[src/hw/rtl/deq_pkg.sv]
`timescale 1ns / 1ps

package deq_pkg;

	// Ring capacity and derived widths
	localparam int DEPTH = 64;
	localparam int CNT_W = $clog2(DEPTH + 1);
	localparam int OCC_W = 7;
	localparam int WORD_W = 32;

	// Request codes
	typedef enum logic [1:0] {
		OP_PUSH_FRONT = 2'd0,
		OP_PUSH_BACK  = 2'd1,
		OP_POP_FRONT  = 2'd2,
		OP_POP_BACK   = 2'd3
	} op_t;

	// Result status codes
	typedef enum logic [1:0] {
		ST_DONE  = 2'd0,
		ST_EMPTY = 2'd1,
		ST_FULL  = 2'd2
	} status_t;

	// What a chain of cells does in one cycle
	typedef enum logic [1:0] {
		CH_HOLD       = 2'd0,
		CH_SHIFT_IN   = 2'd1,
		CH_SHIFT_OUT  = 2'd2,
		CH_TAIL_WRITE = 2'd3
	} chain_op_t;

	localparam logic signed [WORD_W-1:0] EMPTY_WORD = -32'sd1;

	typedef struct packed {
		op_t                      operation;
		logic signed [WORD_W-1:0] push_value;
	} req_item_t;

	typedef struct packed {
		logic signed [WORD_W-1:0] pop_value;
		status_t                  status;
		logic [OCC_W-1:0]         occupancy;
	} rsp_item_t;

	// Broadcast control for every cell of one chain
	typedef struct packed {
		chain_op_t                op;
		logic signed [WORD_W-1:0] word;
		logic [CNT_W-1:0]         count;
	} cell_ctrl_t;

endpackage

[src/hw/rtl/deq_cell.sv]
`timescale 1ns / 1ps

module deq_cell (
	input  logic                              clk,
	input  deq_pkg::cell_ctrl_t               ctrl,
	input  logic [deq_pkg::CNT_W-1:0]         index,
	input  logic signed [deq_pkg::WORD_W-1:0] left_data,
	input  logic signed [deq_pkg::WORD_W-1:0] right_data,
	output logic signed [deq_pkg::WORD_W-1:0] cell_data
);
	import deq_pkg::*;

	logic signed [WORD_W-1:0] data_q;

	// One word; moves toward the far end, toward the head, or takes the tail write
	always_ff @(posedge clk) begin
		unique case (ctrl.op)
			CH_SHIFT_IN:   data_q <= left_data;
			CH_SHIFT_OUT:  data_q <= right_data;
			CH_TAIL_WRITE: begin
				if (index == ctrl.count) begin
					data_q <= ctrl.word;
				end
			end
			CH_HOLD:       data_q <= data_q;
		endcase
	end

	assign cell_data = data_q;

endmodule

[src/hw/rtl/deq_chain.sv]
`timescale 1ns / 1ps

module deq_chain (
	input  logic                              clk,
	input  deq_pkg::cell_ctrl_t               ctrl,
	output logic signed [deq_pkg::WORD_W-1:0] head
);
	import deq_pkg::*;

	logic signed [WORD_W-1:0] cell_data [DEPTH];

	// Row of cells; cell 0 is the head, where shifted-in words enter; a tail write lands in cell count
	for (genvar i = 0; i < DEPTH; i++) begin : g_cell
		logic signed [WORD_W-1:0] left_in;
		logic signed [WORD_W-1:0] right_in;

		if (i == 0) begin : g_first
			assign left_in = ctrl.word;
		end else begin : g_mid
			assign left_in = cell_data[i-1];
		end

		// past the last cell nothing is stored
		if (i == DEPTH - 1) begin : g_last
			assign right_in = '0;
		end else begin : g_inner
			assign right_in = cell_data[i+1];
		end

		deq_cell u_cell (
			.clk        (clk),
			.ctrl       (ctrl),
			.index      (CNT_W'(i)),
			.left_data  (left_in),
			.right_data (right_in),
			.cell_data  (cell_data[i])
		);
	end

	assign head = cell_data[0];

endmodule

[config.mk]
export PLATFORM = sky130hd
export DESIGN_NAME = deq_chain
export DESIGN_NICKNAME = d
export VERILOG_FILES = /design/src/hw/rtl/deq_pkg.sv /design/src/hw/rtl/deq_cell.sv /design/src/hw/rtl/deq_chain.sv
export SDC_FILE = /design/constraint.sdc
export NUM_CORES = 2
export LEC_CHECK = 0
export BUFFER_PORTS_ARGS = -buffer_cell sky130_fd_sc_hd__buf_2
export CORE_MARGIN = 3
export CORE_UTILIZATION = 55
export CTS_CLUSTER_DIAMETER = 200
export DETAILED_ROUTE_END_ITERATION = 10
export PLACE_DENSITY = 0.71
export REMOVE_ABC_BUFFERS = 1
export SYNTH_ARGS = -nofsm -noshare
export SYNTH_HDL_FRONTEND = slang
export SYNTH_SLANG_ARGS = --single-unit
[constraint.sdc]
create_clock -name clk -period 3.8 [get_ports clk]
set_input_delay 0.95 -clock clk [delete_from_list [all_inputs] [get_ports clk]]
set_output_delay 0.95 -clock clk [all_outputs]
set_load 0.02 [all_outputs]
==> Yosys cells after proc, flatten, opt, wreduce, memory -nomap -nowiden <==
Cells that the tools add are included.
{ "totals": {"regBits": 2048, "inputBits": 42, "out_inout_bits": 32, "word_cells": 389} }
{ "classes": {"eq_ne": 130, "n_mux": 128, "bitwise_logic": 1, "n_reduce_logical": 66} }
{ "op_table": {"columns": ["operator", "count"], "rows": [
  ["$pmux 32 s3", 64],
  ["$mux 32", 64],
  ["$eq 6x7->1 const A", 32],
  ["$ne 2x1->1 const B", 64],
  ["$reduce_and 2->1", 64],
  ["$eq 5x7->1 const A", 16],
  ["$eq 4x7->1 const A", 8],
  ["$eq 3x7->1 const A", 4],
  ["$eq 2x7->1 const A", 2],
  ["$eq 1x7->1 const A", 1],
  ["$logic_not 7->1", 1],
  ["$eq 2x2->1 const B", 2],
  ["$eq 2x1->1 const B", 1],
  ["$logic_not 2->1", 1],
  ["$not 1->1", 1]
]} }

==> Depth between registers and ports, before layout <==
{ "depth": {"depth_word": 3, "mapped_depth": 7, "depth_no_buf": 3} }

==> By module <==
A second synthesis with hierarchy kept.
{ "hier_totals": {"hier_cells": 9602, "area_unflattened_um2": 112355.3} }
{ "modules_own_cells": {"columns": ["module", "instances", "cells_each", "area_per_inst_um2", "seq_area_each_um2"], "rows": [
  ["deq_cell", 64, 150, 1755.4, 960.9],
  ["deq_chain", 1, 2, 7.5, 0.0]
]} }

==> Least setup slack after synthesis <==
Ideal clock, no wire load.
{ "synth_path": {"path_type": "input port to flip-flop", "start": "input port ctrl[39] (netlist name)", "end": "register g_cell[17].u_cell.data_q[0], enable pin", "setup_ns": 0.421, "arrival_ns": 3.083, "required_ns": 3.379, "slack_ns": 0.296, "stages": 6, "n_path_buf": 3, "path_cell_list": "buf_4 -> buf_2 -> nand2_1 -> buf_2 -> a21oi_1 -> nor2_1"} }
{ "synth_between": {"elab_chain_len": 3, "elab_cells_between_ends": 5, "cone_classes": "eq/ne (2); bitwise (1); reduce/logical (2)"} }
{ "synth_lines": {"columns": ["element", "line_no", "text"], "rows": [
  ["start, declared", "deq_chain.sv:5", "input deq_pkg::cell_ctrl_t ctrl,"],
  ["$eq 2x2->1 or $logic_not 2->1 (tied branches)", "deq_cell.sv:17", "unique case (ctrl.op)"],
  ["$ne 2x1->1 (no source line) or $not 1->1 (tied branches)", null, null],
  ["$reduce_and 2->1 (no source line) (*)", null, null],
  ["end signal, assigned", "deq_cell.sv:18", "CH_SHIFT_IN: data_q <= left_data;"],
  ["end signal, assigned", "deq_cell.sv:19", "CH_SHIFT_OUT: data_q <= right_data;"],
  ["end signal, assigned", "deq_cell.sv:22", "data_q <= ctrl.word;"],
  ["end, declared", "deq_cell.sv:13", "logic signed [WORD_W-1:0] data_q;"]
]} }
Mark *: on every way between the ends. The rest lies on a longest branch, timed or not.
A chain may end at the register's enable or synchronous reset.

==> Worst setup path after layout <==
{ "layout_path": {"start": "input port ctrl[6] (netlist name)", "end": "register g_cell[58].u_cell.data_q[18], enable pin"} }
{ "layout_between": {"elab_chain_len": 3} }
{ "layout_lines": {"columns": ["element", "line_no", "text"], "rows": [
  ["$eq 6x7->1", "deq_cell.sv:21", "if (index == ctrl.count) begin"],
  ["$ne 2x1->1 (no source line)", null, null],
  ["$reduce_and 2->1 (no source line)", null, null],
  ["end signal, assigned", "deq_cell.sv:19", null],
  ["end signal, assigned", "deq_cell.sv:22", null],
  ["end signal, assigned", "deq_cell.sv:25", "CH_HOLD: data_q <= data_q;"],
  ["end, declared", "deq_cell.sv:13", null]
]} }
No other way between the ends.

==> flow_metrics.env <==
export IMPL_drive_above_1_share_pct=7.484
export IMPL_synth_cell_types=28
export IMPL_antenna_found_initial=6
export IMPL_start_util_pct=55.56
export IMPL_largest_reg_flops=2048
export IMPL_status="completed"
export IMPL_clk_latency_ps=840
export IMPL_vias_per_cell=6.264
export IMPL_syn_cell_area_mm2=0.09945
export IMPL_hold_depth=3
export IMPL_cts_htree_levels=4
export IMPL_fin_cells=11350
export IMPL_die_h_um=431.2
export IMPL_drt_iter0_drc=8579
export IMPL_finalSetupViolCount=0
export IMPL_cts_tree="yes"
export IMPL_slew_violations=0
export IMPL_core_area_mm2=0.1790
export IMPL_hold_class="primary input to flop"
export IMPL_period_share_pct=67.37
export IMPL_avgSynthCellArea_um2=10.77
export IMPL_cts_root_buf="clkbuf_16"
export IMPL_post_cts_setup_buffers=0
export IMPL_hp_start="ctrl[31]"
export IMPL_required_ps=4230
export IMPL_gr_usage_met3_pct=4.398
export IMPL_grt_pass1_vias=69290
export IMPL_whs_ps=496.1
export IMPL_num_vias=71090
export IMPL_synth_top_area_share_pct=61.84
export IMPL_rsz0062_at_grt="no"
export IMPL_arrival_ps=2990
export IMPL_r2r_start="g_cell[62].u_cell.cell_data[8]$_DFFE_PP_"
export IMPL_irDropWorstVdd_v=0.0003723
export IMPL_fmax_ghz=0.3906
export IMPL_synth_seq_cells=2048
export IMPL_port_buffers=73
export IMPL_worst_slack_ps=1240
export IMPL_worst_pin_slew_ps=1322
export IMPL_critPathLaunchType="primary input"
export IMPL_place_congestion=0.8433
export IMPL_fin_crit_ps=2560
export IMPL_grt_pass1_wl_um=399200
export IMPL_yosysTopAreaCell="edfxtp_1"
export IMPL_layout_nets=8865
export IMPL_die_x_um=431.2
export IMPL_rows=155
export IMPL_cts_resized=0
export IMPL_nFillCells=14490
export IMPL_hold_path_end="g_cell[63].u_cell.cell_data[24]$_DFFE_PP_"
export IMPL_leakagePower_nw=36.93
export IMPL_seq_area_frac_synth_pct=61.84
export IMPL_dp_cells=10970
export IMPL_grt_max_degree=233
export IMPL_rrSetupSlack_ps=2640
export IMPL_clockBufferDepth=3
export IMPL_antenna_left=0
export IMPL_synthTopCellsByArea="edfxtp_1 (62%), nand2b_1 (12%), a31oi_1 (12%), nor2_1 (7.6%), clkbuf_1 (1.9%)"
export IMPL_busiest_layer="met2"
export IMPL_powerDensity_mw_per_mm2=512.9
export IMPL_numCtsBuffers=209
export IMPL_drtPass1Iterations=6
export IMPL_cts_sinks=2048
export IMPL_max_slew_margin_pct=11.87
export IMPL_drc_errors=0
export IMPL_post_place_ws_ps=392.3
export IMPL_syn_inst=9237
export IMPL_wl_um=255100
export IMPL_hold_buffers=0
export IMPL_met2_usage_pct=43.74
export IMPL_detail_route_wl_per_cell_um=22.48
export IMPL_clk_pin_slew_worst_paths_ps=60
export IMPL_grtUsageTotal_pct=26.91
export IMPL_synthToLayoutAreaGrowth_pct=8.556
export IMPL_endpoint_kind="flop"
export IMPL_fp_dieArea_mm2=0.1860
export IMPL_gr_total_overflow=0
export IMPL_met1_usage_pct=37.75
export IMPL_reg2reg_depth=3
export IMPL_path_class="primary input to flop"
export IMPL_fin_skew_ps=30.35
export IMPL_yosys_warnings=0
export IMPL_worstReg2RegEnd="g_cell[61].u_cell.cell_data[8]$_DFFE_PP_"
export IMPL_crit_fanout=32
export IMPL_max_cap_violations=0
export IMPL_hold_violations=0
export IMPL_utilization_pct=60.31
export IMPL_dp_hpwl_um=157500
export IMPL_ios=74
[cells by family after synthesis]
group                  Yosys count  share of synthesized area, %
AO/OA/AOI/OAI                 2080                         12.92
buffers and inverters          925                         4.029
flip-flops                    2048                         61.84
multiplexers                    32                        0.3624
AND/OR/NAND/NOR               4152                         20.84
[where the power goes]
part	internal, W	switching [W]
clock	0.0108	0.00872
combinational	0.00224	0.00410
sequential	0.0281	0.00142
[cells in the mapped netlist]
master,n
edfxtp_1,2048
nor2_1,2016
nand2b_1,1953
a31oi_1,1952
clkbuf_1,503
buf_2,318
nand2_1,98
a21oi_1,64
o21ai_0,64
buf_1,41
inv_1,32
mux2_2,32
nand3_1,32
nand2_2,31
buf_4,23
and4bb_2,6
buf_6,6
and4b_1,4
nor4b_1,4
nor3b_2,2
and3b_1,1
and4_1,1
clkbuf_2,1
clkbuf_4,1
nor2_2,1
nor2b_1,1
nor3_2,1
nor4_1,1
[worst max-delay path by stage]
stage                                                        from                                        end  slack (ps)  cells past startpoint
after CTS                 g_cell[0].u_cell.cell_data[5]$_DFFE_PP_                                    head[5]        1230                      1
after detailed placement                                  ctrl[6]  g_cell[58].u_cell.cell_data[26]$_DFFE_PP_         390                      4
final                                                     ctrl[6]  g_cell[58].u_cell.cell_data[18]$_DFFE_PP_        1240                      4
after global routing                                      ctrl[6]  g_cell[58].u_cell.cell_data[25]$_DFFE_PP_        1170                      4
after floorplan                                          ctrl[39]    g_cell[0].u_cell.cell_data[0]$_DFFE_PP_         -60                      3
after global placement                                    ctrl[6]  g_cell[58].u_cell.cell_data[26]$_DFFE_PP_         440                      4
[cells in the final DEF, fill, tap and decap left out, drive strengths merged]
cell type,instances
mux2,32
clkbuf,278
nand2,129
nor2b,1
nor2,2017
and3b,1
nor3b,2
nor3,1
diode,2
and4,1
a31oi,1952
o21ai,64
clkinv,87
and4b,4
inv,37
clkinvlp,3
nor4b,4
edfxtp,2048
bufinv,7
a21oi,64
nor4,1
and4bb,6
nand2b,1953
buf,268
nand3,32
[per-layer routing]
metal | part of all wire, % | vias to the layer above
li1 | - | 32590
met1 | 42 | 35480
met2 | 48 | 2628
met3 | 7.3 | 386
met4 | 2.5 | 4
met5 | 0.023 | -
[metrics by stage]
stage                     power [W]  cell area, um2  TNS, ps
after floorplan             0.03312           95560  -119220
after global placement      0.03599          101600        0
after detailed placement    0.03625          101600        0
after CTS                   0.05563          108000        0
after global routing        0.05747          108000        0
final                       0.05536          108000        0
[worst max-delay path, stage by stage]
cell and delay (ps):
buf_2 130, and3b_1 640, a21oi_1 210, nor2_4 980
[layout make-up]
class	count	area, um2	share of cell area [%]
Antenna cell	2	5.005	0.004636
Clock buffer	278	5595	5.183
Clock inverter	102	719.4	0.6664
Inverter	32	120.1	0.1113
Multi-Input combinational cell	6264	34410	31.88
Sequential cell	2048	61500	56.97
Tap cell	2355	2947	2.729
Timing Repair Buffer	268	2655	2.459
Power figures use the tool's default switching activity.
